<file path="src/rtl/psl_pkg.sv">
`default_nettype none

package psl_pkg;

    // Field widths
    localparam int POS_WIDTH = 31;
    localparam int HEAD_W    = 16;
    localparam int TSTEP_W   = 16;
    localparam int SPEED_W   = 24;
    localparam int YAWR_W    = 16;
    localparam int CFG_W     = 24;
    localparam int CFG_IDX_W = 2;

    // Distance normalization: magnitudes are scaled down to at most NORM_BITS bits
    localparam int NORM_BITS = 31;
    localparam int MAG_W     = POS_WIDTH;
    localparam int A_W       = (MAG_W < NORM_BITS) ? MAG_W : NORM_BITS;
    localparam int S_MAX     = (MAG_W > NORM_BITS) ? MAG_W - NORM_BITS : 0;
    localparam int S_W       = (S_MAX > 0) ? $clog2(S_MAX + 1) : 1;

    // Square root and divider widths
    localparam int ROOT_W    = A_W + 1;
    localparam int SQ_W      = 2 * ROOT_W;
    localparam int LIM_W     = SPEED_W;
    localparam int PROD_W    = A_W + LIM_W;
    localparam int QUO_W     = LIM_W;
    localparam int EXT_W     = ((POS_WIDTH > LIM_W) ? POS_WIDTH : LIM_W) + 2;
    localparam int CMP_W     = ((ROOT_W > LIM_W) ? ROOT_W : LIM_W) + 1;

    // Pipeline depths
    localparam int SQRT_LAT  = ROOT_W;
    localparam int DIV_LAT   = QUO_W;

    // Yaw half turn
    localparam logic [HEAD_W-1:0] HALF_TURN = 16'h8000;

    // Stream packing, first field in the lowest bits
    localparam int IN_CX   = 0;
    localparam int IN_CY   = IN_CX + POS_WIDTH;
    localparam int IN_CZ   = IN_CY + POS_WIDTH;
    localparam int IN_CH   = IN_CZ + POS_WIDTH;
    localparam int IN_GX   = IN_CH + HEAD_W;
    localparam int IN_GY   = IN_GX + POS_WIDTH;
    localparam int IN_GZ   = IN_GY + POS_WIDTH;
    localparam int IN_GH   = IN_GZ + POS_WIDTH;
    localparam int IN_DT   = IN_GH + HEAD_W;
    localparam int IN_BITS = IN_DT + TSTEP_W;
    localparam int IN_W    = ((IN_BITS + 7) / 8) * 8;

    localparam int OUT_NX   = 0;
    localparam int OUT_NY   = OUT_NX + POS_WIDTH;
    localparam int OUT_NZ   = OUT_NY + POS_WIDTH;
    localparam int OUT_NH   = OUT_NZ + POS_WIDTH;
    localparam int OUT_BITS = OUT_NH + HEAD_W;
    localparam int OUT_W    = ((OUT_BITS + 7) / 8) * 8;

    // Register indexes
    localparam logic [CFG_IDX_W-1:0] REG_HSPEED  = 2'd0;
    localparam logic [CFG_IDX_W-1:0] REG_VSPEED  = 2'd1;
    localparam logic [CFG_IDX_W-1:0] REG_YAWRATE = 2'd2;

    localparam logic [SPEED_W-1:0] HSPEED_RST  = 24'd65536;
    localparam logic [SPEED_W-1:0] VSPEED_RST  = 24'd32768;
    localparam logic [YAWR_W-1:0]  YAWRATE_RST = 16'd8192;

    // Per-item data carried beside the arithmetic
    typedef struct packed {
        logic                        sx;
        logic                        sy;
        logic signed [POS_WIDTH-1:0] cx;
        logic signed [POS_WIDTH-1:0] cy;
        logic signed [POS_WIDTH-1:0] gx;
        logic signed [POS_WIDTH-1:0] gy;
        logic signed [POS_WIDTH-1:0] nz;
        logic [HEAD_W-1:0]           nh;
    } t_pass;

    typedef struct packed {
        t_pass             p;
        logic [LIM_W-1:0]  hs;
        logic [PROD_W-1:0] ah;
        logic [PROD_W-1:0] bh;
    } t_side;

    typedef struct packed {
        logic  reach;
        t_pass p;
    } t_post;

endpackage

`default_nettype wire

</file>
<file path="src/rtl/psl_div.sv">
`default_nettype none

// Pipelined restoring divider, one quotient bit per stage.
// The quotient must fit QUO_W bits (dividend < divisor << QUO_W).
module psl_div (
    input  wire logic                         i_clk,
    input  wire logic                         i_en,
    input  wire logic [psl_pkg::PROD_W-1:0]   i_dividend,
    input  wire logic [psl_pkg::ROOT_W-1:0]   i_divisor,
    output logic      [psl_pkg::QUO_W-1:0]    o_quot
);
    import psl_pkg::*;

    logic [ROOT_W-1:0] r_rem [QUO_W];
    logic [QUO_W-1:0]  r_lo  [QUO_W];
    logic [ROOT_W-1:0] r_dvs [QUO_W];
    logic [QUO_W-1:0]  r_quo [QUO_W];

    for (genvar j = 0; j < QUO_W; j++) begin : g_stage
        logic [ROOT_W-1:0] n_rem_in, n_dvs_in;
        logic [QUO_W-1:0]  n_lo_in, n_quo_in;
        logic [ROOT_W:0]   n_cur, n_diff;
        logic              n_take;

        if (j == 0) begin : g_first
            assign n_rem_in = ROOT_W'(i_dividend[PROD_W-1:QUO_W]);
            assign n_lo_in  = i_dividend[QUO_W-1:0];
            assign n_dvs_in = i_divisor;
            assign n_quo_in = '0;
        end else begin : g_next
            assign n_rem_in = r_rem[j-1];
            assign n_lo_in  = r_lo[j-1];
            assign n_dvs_in = r_dvs[j-1];
            assign n_quo_in = r_quo[j-1];
        end

        assign n_cur  = {n_rem_in, n_lo_in[QUO_W-1]};
        assign n_take = (n_cur >= {1'b0, n_dvs_in});
        assign n_diff = n_cur - {1'b0, n_dvs_in};

        always_ff @(posedge i_clk) begin
            if (i_en) begin
                r_rem[j] <= n_take ? n_diff[ROOT_W-1:0] : n_cur[ROOT_W-1:0];
                r_lo[j]  <= n_lo_in << 1;
                r_dvs[j] <= n_dvs_in;
                r_quo[j] <= {n_quo_in[QUO_W-2:0], n_take};
            end
        end
    end

    assign o_quot = r_quo[QUO_W-1];

endmodule

`default_nettype wire

</file>
<file path="config.mk">
export PLATFORM = sky130hd
export DESIGN_NAME = psl_div
export DESIGN_NICKNAME = d
export VERILOG_FILES = /design/src/rtl/psl_pkg.sv /design/src/rtl/psl_div.sv
export SDC_FILE = /design/constraint.sdc
export NUM_CORES = 2
export LEC_CHECK = 0
export BUFFER_PORTS_ARGS = -buffer_cell sky130_fd_sc_hd__buf_4
export CELL_PAD_IN_SITES_DETAIL_PLACEMENT = 0
export CELL_PAD_IN_SITES_GLOBAL_PLACEMENT = 1
export CORE_UTILIZATION = 40
export DETAILED_ROUTE_END_ITERATION = 8
export PLACE_DENSITY = 0.74
export SYNTH_ARGS = -nofsm -noshare
export SYNTH_HDL_FRONTEND = slang
export SYNTH_SLANG_ARGS = --single-unit
</file>
<file path="constraint.sdc">
create_clock -name i_clk -period 8.1 [get_ports i_clk]
set_input_delay 0.405 -clock i_clk [delete_from_list [all_inputs] [get_ports i_clk]]
set_output_delay 0.405 -clock i_clk [all_outputs]
set_load 0.005 [all_outputs]
</file>
# ---- Word-level counts from Yosys, hierarchy flattened
# Memory sizes are Yosys's and may differ from the RTL's.
# Cells that the tools add are included.
dict set report classes {
  addsub 24
  n_lt_le_gt_ge 24
  n_mux 26
}
# op n
set ops {}
lappend ops {{$mux W32} 24}
lappend ops {{$sub A32 B32 Y32} 24}
lappend ops {{$ge A33 B32 Y1} 23}
lappend ops {{$ge A32 B32 Y1} 1}
lappend ops {{$mux W1} 2}
dict set report totals {
  regBits 0
  ramBits 2664
  in_bits 89
  out_inout_bits 24
  word_cells 78
  n_memories 4
}
# memory depth width read_ports rd_clocked_by_memory_dff wr line_no
set mem_list {}
lappend mem_list {r_dvs 24 32 23 0 24 psl_div.sv:16} ;# logic [ROOT_W-1:0] r_dvs [QUO_W];
lappend mem_list {r_rem 24 32 23 0 24 psl_div.sv:14} ;# logic [ROOT_W-1:0] r_rem [QUO_W];
lappend mem_list {r_quo 24 24 24 0 24 psl_div.sv:17} ;# logic [QUO_W-1:0] r_quo [QUO_W];
lappend mem_list {r_lo 24 23 23 0 24 psl_div.sv:15} ;# logic [QUO_W-1:0] r_lo [QUO_W];

# ---- Depth between registers and ports, before layout
# An unclocked memory read counts as a cell.
dict set report logic_depth {
  depth_word 3
  mapped_depth 16
  ltp_nobuf 14
}

# ---- Least setup slack after synthesis
# OpenSTA, ideal clock, no wires.
dict set report synth_timing {
  path_kind {register to register}
  from {memory r_dvs[1][161] (netlist bit)}
  to {memory r_rem[3][88] (netlist bit) (data pin)}
  setup_time_ns 0.260
  arrival_time_ns 3.176
  required_ns 7.840
  setup_slack_ns 4.664
  stages_incl_launch_ff 15
  n_path_buf 1
  period_less_slack_ns 3.436
  path_cell_list {edfxtp_1 -> inv_1 -> ha_1 -> nor2b_1 -> o31a_1 -> o31ai_2 -> o21ai_1 -> a311o_1 -> o311ai_1 -> o22ai_1 -> nor3_1 -> o21ai_1 -> o31ai_2 -> buf_4 -> mux2_2}
}
# element line_no
set synth_lines {}
lappend synth_lines {{from (decl)} psl_div.sv:16}
lappend synth_lines {{to (decl)} psl_div.sv:14}

==> summary.txt <==
Global routing
  • Vias in the first global route: ~69,000
  • Initial antenna violation count: 9
  • Tot GR Track Use: 18.29%
  • Met3 Resource Use GR: 2.502%
  • Grt met2 use: 28.01%
  • Largest net degree at the start of global routing: 188
  • Remaining Overflow, GRT: 0
  • Most Crowded Layer GR: met2
  • First-pass GRT wire length: 397.7 mm
  • Met1 Use GR: 26.58%

Clock network
  • Root Driver: clkbuf_16
  • Post_cts resized: 0
  • Clock tree buffer depth: 4
  • H-Tree Level Count: 4
  • Post-CTS Setup Bufs: 0
  • CTS sink cnt: 2,048
  • Num CTS Buffers: 229
  • CTS tree: done
  • Clock Latency Late Sink: 0.91 ns
  • Reg clk slew, reported paths: 0.06 ns

Synthesis
  • Syn nets: 10,090
  • Largest family of logic cells by synthesized area: compound AO/OA/AOI/OAI gates
  • Count of different cell masters after synthesis: 94
  • Ys async rst share: 0%
  • Compound-Gate Fraction of Synth Area: 13.40%
  • Post-synth EDFFs: 2,048
  • Seq/Total Area, Yosys: 56.33%
  • Cells after Synth: between 9,000 and 10,000
  • Post-Synth Adder-Cell Area: 9.224%
  • Post-Synth Simple-Gate Area: 8.183%
  • Dominant synthesized flop cell: edfxtp_1
  • Synth warn: 0
  • Synthesis-stage register bit count: approximately 2,000
  • Average cell area after synthesis: 11.86 µm²
  • Cell Area, Synth: 109,200 µm²
  • XOR/XNOR Fraction of Synth Area: 5.183%
  • Mux contribution to synthesized area: 3.600%

STA
  • Final critical-path required period: 4.664 ns
  • Slew margin rel.: 22.69%
  • Fin crit share: 57.58%
  • Fin. max-slew vios: 0
  • Setup violators final: 0
  • Worst setup margin: 3.436 ns
  • RSZ-0062 raised after global routing: false
  • Least-Margin Pin Slew: 1.149 ns
  • Setup TNS: 0 ns
  • Post-route clock skew: 0.04786 ns
  • Max frequency: 214.4 MHz
  • Final Hold Viols: 0

Job
  • Max_cap viols: 0

Floorplanning
  • Die area: 275,000 µm²
  • Initial core utilization: between 40 and 50%
  • Die height: between 500 and 600 µm
  • Die extent in x: 524.4 µm
  • Cell Rows: 191
  • IO Count: approximately 110
  • Core Region: 271,000 µm²

Drt
  • Avg WL per Cell: 19.39 µm
  • Post-route ant nets: 0
  • DRT Pass-1 Iters: 6
  • Post-Route WL: 257.0 mm
  • Initial drt markers: just under 6,000
  • Via count: 70,500
  • DRC viols: 0
  • DR vias/cell: 5.321

Final layout
  • Sequential cell area: 61,500 µm²
  • Fin area: 122,700 µm²
  • Share of cells above drive strength 1: roughly a tenth
  • P&R area growth vs syn: 12.39%
  • Commonest non-fill, non-tap cells in the layout: edfxtp_1 (2,048), inv_1 (954), ha_1 (768)
  • Multi-input logic area: 43,370 µm²
  • Final nets: approximately 10,000
  • Leading cell type in the layout, fill and taps excluded: edfxtp_1
  • Filler cell count: roughly 25,000

Placement
  • Hpwl dp: roughly 190 mm
  • Placed cell area: 114,300 µm²
  • Port Buffer Count: 112
  • Dpl ws: 3.550 ns
  • Placer Congestion: 0.9081

Critical path
  • Critical Path AT: 5.29 ns
  • Worst r2r path cells: 14
  • Critical path class: flop to flop
  • Critical Path Sink Type: flop
  • Crit start category: flop
  • Crit-path max FO: 27
  • Worst Path Required: 8.73 ns

Worst hold path
  • Worst Hold Class: input pin to flop
  • Cells on Worst Hold Path: 1

Pwr
  • PwrDens: 403.6 nW/µm²
  • LEAKAGE: 49.32 nW
  • Peak supply drop: ~0.21 mV

Outcome
  • Status: finished clean
critical path: stages, from the launching register on:
cell	delay [ns]
edfxtp_1	0.43
inv_1	0.09
ha_1	0.24
nor2b_1	0.15
o31a_1	0.31
o31ai_2	0.36
o21ai_1	0.22
a311o_1	0.42
o311ai_1	0.52
o22ai_1	0.27
nor3_1	0.21
o21ai_1	0.14
o31ai_4	0.15
buf_4	0.47
mux2_2	0.40
registers in the layout (all words and copies together), names as in the netlist:
| name | flops |
|---|---|
| r_quo | 300 |
| r_rem | 736 |
| r_dvs | 736 |
| r_lo | 276 |
Yosys cell counts, types with 74 or more instances:
cell type / n / area share, %
clkbuf_1: 137 / 0.47
inv_1: 954 / 3.3
mux2_2: 325 / 3.4
xor2_1: 247 / 2.0
a21oi_1: 730 / 3.3
nand4_1: 122 / 0.70
nand2_1: 603 / 2.1
nor2b_1: 129 / 0.74
a31oi_1: 74 / 0.42
nand2b_1: 109 / 0.62
nor2_1: 481 / 1.7
xnor2_1: 399 / 3.2
and3_1: 76 / 0.44
o21bai_1: 88 / 0.61
edfxtp_1: 2048 / 56
nand3_1: 124 / 0.57
a21o_1: 387 / 2.7
o21ai_0: 557 / 2.6
ha_1: 768 / 8.8
nor3_1: 90 / 0.41
o21a_1: 88 / 0.61
path summary, 6_finish.rpt:
| kind | startpoint | to | slack (ns) |
|---|---|---|---|
| setup / recovery | r_dvs[1][161] | r_rem[3][76] | 3.44 |
| hold / removal | i_en | r_quo[2][171] | 0.02 |
| setup reg to reg | r_dvs[1][161] | r_rem[3][76] | 3.44 |
| hold reg to reg | r_lo[1][79] | r_lo[2][11] | 0.40 |
area by class of cell:
cell class | instances | area share [%]
Multi-Input combinational cell | 6007 | 35.35
Inverter | 955 | 2.922
Tap cell | 3570 | 3.640
Clock inverter | 153 | 1.298
Sequential cell | 2048 | 50.12
Antenna cell | 6 | 0.01224
Clock buffer | 269 | 4.862
Timing Repair Buffer | 242 | 1.797
logic make-up (layout without fill, tap and decap cells):
| group | count (synthesis) | after routing |
|---|---|---|
| simple gates | 1886 | 1886 |
| buf+inv | 1153 | 1619 |
| other cells | 0 | 6 |
| flops | 2048 | 2048 |
| xor+xnor | 646 | 646 |
| fa+ha+maj | 791 | 791 |
| compound gates | 2334 | 2334 |
| mux | 350 | 350 |
repair_timing:
item / in CTS / in global routing
hold endpoints to repair: 87 / 0
hold buffers: 87 / 0
setup endpoints to repair: 0 / 0
per-layer routing:
layer	share of wire, %	vias to the layer above
li1	-	34390
met3	5.5	357
met5	0.0054	-
met1	48	34070
met4	3.2	2
met2	43	1693
where the power goes:
| group | internal [W] | switching (W) |
|---|---|---|
| Sequential | 0.0156 | 0.00176 |
| Combinational | 0.00945 | 0.0122 |
| Clock | 0.00621 | 0.00430 |
| Total | 0.0312 | 0.0183 |
metrics by stage:
step                utilization [%]  hold slack [ns]  total power (W)  std cells
floorplan                         -           0.4003          0.03309       9208
global placement              42.16           0.4003          0.03872      12740
detailed placement            42.16           0.4045          0.03889      12740
CTS                           45.27          0.01947          0.04982      13240
global route                  45.27          0.05609          0.05292      13250
finish                        45.28          0.02258          0.04952      13250
Power figures use the tool's default switching activity.
