## config.mk

```make
export PLATFORM = sky130hd
export DESIGN_NAME = psl_isqrt
export DESIGN_NICKNAME = d
export VERILOG_FILES = /design/src/rtl/psl_pkg.sv /design/src/rtl/psl_isqrt.sv
export SDC_FILE = /design/constraint.sdc
export NUM_CORES = 2
export LEC_CHECK = 0
export BUFFER_PORTS_ARGS = -buffer_cell sky130_fd_sc_hd__buf_2
export CAP_MARGIN = 20
export CORE_UTILIZATION = 58
export DETAILED_ROUTE_END_ITERATION = 8
export GPL_TIMING_DRIVEN = 0
export PLACE_DENSITY_LB_ADDON = 0.3
export SKIP_LAST_GASP = 1
export SLEW_MARGIN = 0
export SYNTH_ARGS = -nofsm -noshare
export SYNTH_HDL_FRONTEND = slang
export SYNTH_MEMORY_MAX_BITS = 65536
export SYNTH_SLANG_ARGS = --single-unit
```

## constraint.sdc

```tcl
create_clock -name i_clk -period 3.5 [get_ports i_clk]
set_input_delay 0.7 -clock i_clk [delete_from_list [all_inputs] [get_ports i_clk]]
set_output_delay 0.7 -clock i_clk [all_outputs]
set_load 0.01 [all_outputs]
```

## src/rtl/psl_pkg.sv

```systemverilog
`default_nettype none

package psl_pkg;

    // Field widths
    localparam int POS_WIDTH = 31;
    localparam int HEAD_W    = 16;
    localparam int TSTEP_W   = 16;
    localparam int SPEED_W   = 24;
    localparam int YAWR_W    = 16;
    localparam int CFG_W     = 24;
    localparam int CFG_IDX_W = 2;

    // Distance normalization: magnitudes are scaled down to at most NORM_BITS bits
    localparam int NORM_BITS = 31;
    localparam int MAG_W     = POS_WIDTH;
    localparam int A_W       = (MAG_W < NORM_BITS) ? MAG_W : NORM_BITS;
    localparam int S_MAX     = (MAG_W > NORM_BITS) ? MAG_W - NORM_BITS : 0;
    localparam int S_W       = (S_MAX > 0) ? $clog2(S_MAX + 1) : 1;

    // Square root and divider widths
    localparam int ROOT_W    = A_W + 1;
    localparam int SQ_W      = 2 * ROOT_W;
    localparam int LIM_W     = SPEED_W;
    localparam int PROD_W    = A_W + LIM_W;
    localparam int QUO_W     = LIM_W;
    localparam int EXT_W     = ((POS_WIDTH > LIM_W) ? POS_WIDTH : LIM_W) + 2;
    localparam int CMP_W     = ((ROOT_W > LIM_W) ? ROOT_W : LIM_W) + 1;

    // Pipeline depths
    localparam int SQRT_LAT  = ROOT_W;
    localparam int DIV_LAT   = QUO_W;

    // Yaw half turn
    localparam logic [HEAD_W-1:0] HALF_TURN = 16'h8000;

    // Stream packing, first field in the lowest bits
    localparam int IN_CX   = 0;
    localparam int IN_CY   = IN_CX + POS_WIDTH;
    localparam int IN_CZ   = IN_CY + POS_WIDTH;
    localparam int IN_CH   = IN_CZ + POS_WIDTH;
    localparam int IN_GX   = IN_CH + HEAD_W;
    localparam int IN_GY   = IN_GX + POS_WIDTH;
    localparam int IN_GZ   = IN_GY + POS_WIDTH;
    localparam int IN_GH   = IN_GZ + POS_WIDTH;
    localparam int IN_DT   = IN_GH + HEAD_W;
    localparam int IN_BITS = IN_DT + TSTEP_W;
    localparam int IN_W    = ((IN_BITS + 7) / 8) * 8;

    localparam int OUT_NX   = 0;
    localparam int OUT_NY   = OUT_NX + POS_WIDTH;
    localparam int OUT_NZ   = OUT_NY + POS_WIDTH;
    localparam int OUT_NH   = OUT_NZ + POS_WIDTH;
    localparam int OUT_BITS = OUT_NH + HEAD_W;
    localparam int OUT_W    = ((OUT_BITS + 7) / 8) * 8;

    // Register indexes
    localparam logic [CFG_IDX_W-1:0] REG_HSPEED  = 2'd0;
    localparam logic [CFG_IDX_W-1:0] REG_VSPEED  = 2'd1;
    localparam logic [CFG_IDX_W-1:0] REG_YAWRATE = 2'd2;

    localparam logic [SPEED_W-1:0] HSPEED_RST  = 24'd65536;
    localparam logic [SPEED_W-1:0] VSPEED_RST  = 24'd32768;
    localparam logic [YAWR_W-1:0]  YAWRATE_RST = 16'd8192;

    // Per-item data carried beside the arithmetic
    typedef struct packed {
        logic                        sx;
        logic                        sy;
        logic signed [POS_WIDTH-1:0] cx;
        logic signed [POS_WIDTH-1:0] cy;
        logic signed [POS_WIDTH-1:0] gx;
        logic signed [POS_WIDTH-1:0] gy;
        logic signed [POS_WIDTH-1:0] nz;
        logic [HEAD_W-1:0]           nh;
    } t_pass;

    typedef struct packed {
        t_pass             p;
        logic [LIM_W-1:0]  hs;
        logic [PROD_W-1:0] ah;
        logic [PROD_W-1:0] bh;
    } t_side;

    typedef struct packed {
        logic  reach;
        t_pass p;
    } t_post;

endpackage

`default_nettype wire

```

## src/rtl/psl_isqrt.sv

```systemverilog
`default_nettype none

// Pipelined integer square root, one result bit per stage
module psl_isqrt (
    input  wire logic                         i_clk,
    input  wire logic                         i_en,
    input  wire logic [psl_pkg::SQ_W-1:0]     i_radicand,
    output logic      [psl_pkg::ROOT_W-1:0]   o_root
);
    import psl_pkg::*;

    logic [SQ_W-1:0]   r_rad  [ROOT_W];
    logic [ROOT_W+1:0] r_rem  [ROOT_W];
    logic [ROOT_W-1:0] r_root [ROOT_W];

    for (genvar k = 0; k < ROOT_W; k++) begin : g_stage
        logic [SQ_W-1:0]   n_rad_in;
        logic [ROOT_W+1:0] n_rem_in;
        logic [ROOT_W-1:0] n_root_in;
        logic [ROOT_W+1:0] n_cur, n_trial;
        logic              n_take;

        if (k == 0) begin : g_first
            assign n_rad_in  = i_radicand;
            assign n_rem_in  = '0;
            assign n_root_in = '0;
        end else begin : g_next
            assign n_rad_in  = r_rad[k-1];
            assign n_rem_in  = r_rem[k-1];
            assign n_root_in = r_root[k-1];
        end

        // bring down two radicand bits, try root*4+1
        assign n_cur   = {n_rem_in[ROOT_W-1:0], n_rad_in[SQ_W-1:SQ_W-2]};
        assign n_trial = {n_root_in, 2'b01};
        assign n_take  = (n_cur >= n_trial);

        always_ff @(posedge i_clk) begin
            if (i_en) begin
                r_rad[k]  <= n_rad_in << 2;
                r_rem[k]  <= n_take ? (n_cur - n_trial) : n_cur;
                r_root[k] <= {n_root_in[ROOT_W-2:0], n_take};
            end
        end
    end

    assign o_root = r_root[ROOT_W-1];

endmodule

`default_nettype wire

```

[Word-level counts from Yosys, hierarchy flattened]
Memories as Yosys holds them, arrays and structs flattened.
Index checks and enable logic that the tools add are counted.
Cells by class
  mux-type cells: 34
  $lt $le $gt $ge: 32
  $add $sub $neg: 32
Operators with widths (number)
  $mux W34: 32
  $ge A34 B34 Y1: 31
  $sub A34 B34 Y34: 31
  $sub A2 B1 Y3 const B: 1
  $ge A2 B1 Y1 const B: 1
  $mux W1: 2
Storage, ports and cells
  logic and storage cells: 101
  register bits after elaboration: 0
  memory bits (writable): 4096
  memories: 3
Memory list
  r_rad: depth 32, width 62, read ports 31, clocked after Yosys merged registers in 0, wr ports 32, RTL line psl_isqrt.sv:12  | logic [SQ_W-1:0] r_rad [ROOT_W];
  r_rem: depth 32, width 34, read ports 31, clocked after Yosys merged registers in 0, wr ports 32, RTL line psl_isqrt.sv:13  | logic [ROOT_W+1:0] r_rem [ROOT_W];
  r_root: depth 32, width 32, read ports 32, clocked after Yosys merged registers in 0, wr ports 32, RTL line psl_isqrt.sv:14  | logic [ROOT_W-1:0] r_root [ROOT_W];

[Logic depth before layout (Yosys ltp)]
An unclocked memory read counts as a cell.
  depth after elaboration: 3
  gate-level depth with buffers: 14
  gate-level depth less buffers: 12

[Worst setup path before layout]
OpenSTA, ideal clock, no wires.
  path type: reg2reg
  start point: memory r_rem[1][204] (netlist name)
  end point: memory r_rem[1][262] (netlist name), data pin
  setup slack: 0.139 ns
  clock period less this slack: 3.361 ns
  stages on the path, launching flop included: 11
  required time: 3.240 ns
  library setup time: 0.260 ns
  data arrival time: 3.102 ns
  buffers on the path: 0
  cells stage by stage: edfxtp_1 -> ha_1 -> nor2b_1 -> o31a_1 -> o31a_1 -> o41ai_1 -> o21ai_0 -> a221oi_1 -> o21bai_1 -> xor2_1 -> mux2_2
RTL lines (RTL line)
  start, declared: psl_isqrt.sv:13

==> metrics.txt <==
Final min period 3.52 ns; later-pin clock latency in the skew report 0.91 ns; Power Internal 62.4 mW; CTS sink cnt 2,465; RSZ-0062 raised after global routing true; Worst Min Path Start i_radicand[63]; DRC 0; Ports 98; Worst Setup Start Kind register; Tightest Pin Transition 1.11 ns; total grt overflow 0; primary flip-flop cell chosen by synthesis mapping edfxtp_1; switching pwr 25.0 mW; Clk pwr share 31.4%; maximum clock insertion buffer count 4; Max Fclk 0.284 GHz; Max Slew Vio Count 0; Net Sw Frac 28.6%; chip height 447 um; clock slew at reported path FFs 0.06 ns; syn nets 9,489; initial antenna violation count 1; cell count after synthesis 8,862; CTS root buf clkbuf_16; wire length per cell 19.0 um; CTS tree yes; final setup vio count 4; core area 0.197 mm^2; Detail Placement HPWL 164 mm; Post-Layout Inst Area 0.130 mm^2; Reg2Reg Setup Slack -0.02 ns; failing checks negative setup slack; Cell Area, Placed 0.119 mm^2; Synth Area in XOR/XNOR 5.98%; largest family of logic cells by synthesized area compound AO/OA/AOI/OAI gates; CP peak stage delay 0.54 ns; Post-Synth Simple-Gate Area 9.63%; Seq pwr share 45.9%; vias post-DR 70.2k; share of cells above drive strength 1 9.99%; FF-to-FF path depth 9; Area growth syn-to-layout 12.9%; CP cell instances or3_1, or3_1, nor4_1, nand2_1, nor3_2, clkbuf_4, buf_2, nand2_1, o21ai_0; Worst Path Max Fanout 10; vias in the first global route 68.4k; CTS Buf Count 277; Worst Skew 0.0476 ns; Compound-Gate Fraction of Synth Area 9.81%; Leak 49.9 nW; max_slew headroom 26.0%; pin count of the biggest net entering global routing 198; die area 0.200 mm^2; outcome complete, but fails checks; peak supply drop 0.000609 V; DR vias/cell 5.76; Distinct cells, synth 92; highest-delay cell along the critical path nor4_1; most common cell after layout, fill and taps aside edfxtp_1; Comb pwr share 22.7%; detailed router's first-iteration violation count 5,752; Post-synth ARST share 0%; Crit Path Category register to register; post-synthesis cell area 0.115 mm^2; fraction of the mapped netlist area in adder cells 6.11%; Synth Warn # 0; nets 9,982; Die Wd 447 um; routability cong. 0.953; Max H-tree Level 5; final period utilization 100%; overall routing resource usage 23.0%; Crit path max-delay family simple AND/OR/NAND/NOR gates; Post-Route WL 232 mm; hold_ws 0.0676 ns; DRT Pass-1 Iters 6; Fin. Hold Viols 0; Crit. End Element register; leading cell types in the layout, fill and taps excluded 2,465 x edfxtp_1, 719 x inv_1, 579 x nand2_1; standard-cell rows 163; global-route wire length before repair 364 mm; Critical Path AT 4.12 ns; Min-Delay Endpoint r_root[0][0]$_DFFE_PP_; hold path depth 2; Starting Density 58.3%; Max-Cap Viols 0; Mean Syn Cell Area 13.0 um^2; register bit total from synthesis 2,465; sequential area share after synthesis 64.4%; Worst R2R Start r_rem[1][194]$_DFFE_PP_; multiplexer area fraction after synthesis 1.12%; final antenna-violating net count 0; post-route setup slack -0.0173 ns; Buffers & Inverters on Critical Path 2; Hold Path Class input pin to register; reg-to-reg endpoint r_rem[1][207]$_DFFE_PP_; number of port buffers 97; EDFF count, synth 2,465; Worst Path Required 4.10 ns; Pwr per Cell Area 673 mW/mm^2
[cells by family after synthesis]
group                      Yosys count
DFF                               2465
and+or+nand+nor                   2234
AOI/OAI and AO/OA                 1808
buffers and inverters              894
xor gates and xnor gates           784
adders and majority gates          561
muxes                              115
other                                1
[Yosys cell counts, types with 14 or more instances]
| cell type | number | area [um^2] |
|---|---|---|
| xor2_1 | 363 | 3180 |
| nor2_1 | 546 | 2050 |
| a31o_2 | 18 | 158 |
| edfxtp_1 | 2465 | 74000 |
| mux2_2 | 109 | 1230 |
| o21bai_1 | 45 | 338 |
| o21a_1 | 92 | 691 |
| a2111oi_0 | 14 | 123 |
| and2_1 | 25 | 156 |
| xnor2_1 | 420 | 3680 |
| or4_1 | 50 | 375 |
| nand3_1 | 153 | 766 |
| nor3_1 | 200 | 1000 |
| inv_1 | 721 | 2710 |
| nor3b_1 | 14 | 105 |
| nand4_1 | 98 | 613 |
| ha_1 | 561 | 7020 |
| o21ai_0 | 453 | 2270 |
| o211ai_1 | 38 | 285 |
| and4_1 | 24 | 210 |
| and3_1 | 51 | 319 |
| a21o_1 | 257 | 1930 |
| nor4_1 | 119 | 744 |
| nand2b_1 | 103 | 644 |
| a21boi_0 | 22 | 165 |
| a211o_1 | 15 | 131 |
| clkbuf_1 | 152 | 571 |
| nand3b_1 | 29 | 218 |
| nor2b_1 | 78 | 488 |
| a31oi_1 | 40 | 250 |
| nand2_1 | 580 | 2180 |
| or3_1 | 79 | 494 |
| a311oi_1 | 16 | 140 |
| a211oi_1 | 50 | 375 |
| o31ai_1 | 54 | 405 |
| or2_2 | 39 | 244 |
| a21oi_1 | 565 | 2830 |
[registers in the layout, summed over array words and instances (netlist names)]
signal / count
r_rem: 945
r_rad: 992
r_root: 528
[what timing repair did]
action / 4_1_cts / 5_1_grt
resized for setup: 120 / 206
hold endpoints to repair: 62 / 0
buffers inserted: 13 / 43
hold buffers: 62 / 0
endpoints found under the setup margin: 538 / 580
gates cloned: 0 / 2
pin swaps: 9 / 25
[worst register-to-register path: stages, from the launching register on]
cell and delay (ns):
edfxtp_1 0.48, or3_1 0.42, or3_1 0.41, nor4_1 0.54, nand2_1 0.22, nor3_2 0.30
clkbuf_4 0.26, buf_2 0.27, nand2_1 0.10, o21ai_0 0.22
[worst max-delay path by stage]
stage	cells past startpoint	end	slack, ns	start
after floorplan	10	r_rem[1][262]$_DFFE_PP_	0.14	r_rem[1][204]$_DFFE_PP_
after global placement	1	r_rad[0][328]$_DFFE_PP_	-35.45	i_en
after detailed placement	11	r_rem[1][251]$_DFFE_PP_	-1.05	r_rem[1][211]$_DFFE_PP_
after CTS	11	r_rem[1][64]$_DFFE_PP_	-0.07	r_root[1][10]$_DFFE_PP_
after global routing	11	r_rem[0][211]$_DFFE_PP_	-0.12	r_rem[0][189]$_DFFE_PP_
final	9	r_rem[1][207]$_DFFE_PP_	-0.02	r_rem[1][194]$_DFFE_PP_
[metal layers]
layer	vias up	global-route usage (%)	share of wire, %
met4	0	8.21	3.4
met1	34000	29.7	42
met5	-	0	0
met3	501	3.13	4.9
li1	33800	-	-
met2	1879	39.7	50
[area by class of cell]
class                           instances  area (um^2)
Timing Repair Buffer                  233         2000
Fill cell                           14300        67200
Clock inverter                        141         1230
Antenna cell                            1         2.50
Buffer                                150          766
Clock buffer                          333         7310
Multi-Input combinational cell       5503        38400
Inverter                              725         2730
Tap cell                             2640         3300
Sequential cell                      2465        74000
[power by group through the flow]
stage / Clock (mW) / Sequential (mW) / Combinational (mW)
after CTS: 28.1 / 40.1 / 19.2
after global placement: 0 / 42.3 / 17.6
after global routing: 29.2 / 40.5 / 22.0
final: 27.4 / 40.1 / 19.8
after floorplan: 0 / 39.5 / 14.1
after detailed placement: 0 / 40.7 / 18.7
[through the flow]
stage               setup slack, ns  power (mW)  setup TNS (ns)  std cells  util (%)
floorplan                     0.139        53.6               0       8862         -
global placement             -35.45        60.0               -      11600      60.3
detailed placement            -1.05        59.4         -338.07      11600      60.5
CTS                         -0.0740        87.4          -0.183      12200      65.4
global route                 -0.119        91.7           -3.10      12200      65.9
finish                      -0.0173        87.4         -0.0325      12200      65.9
(Power assumes the default switching activity.)
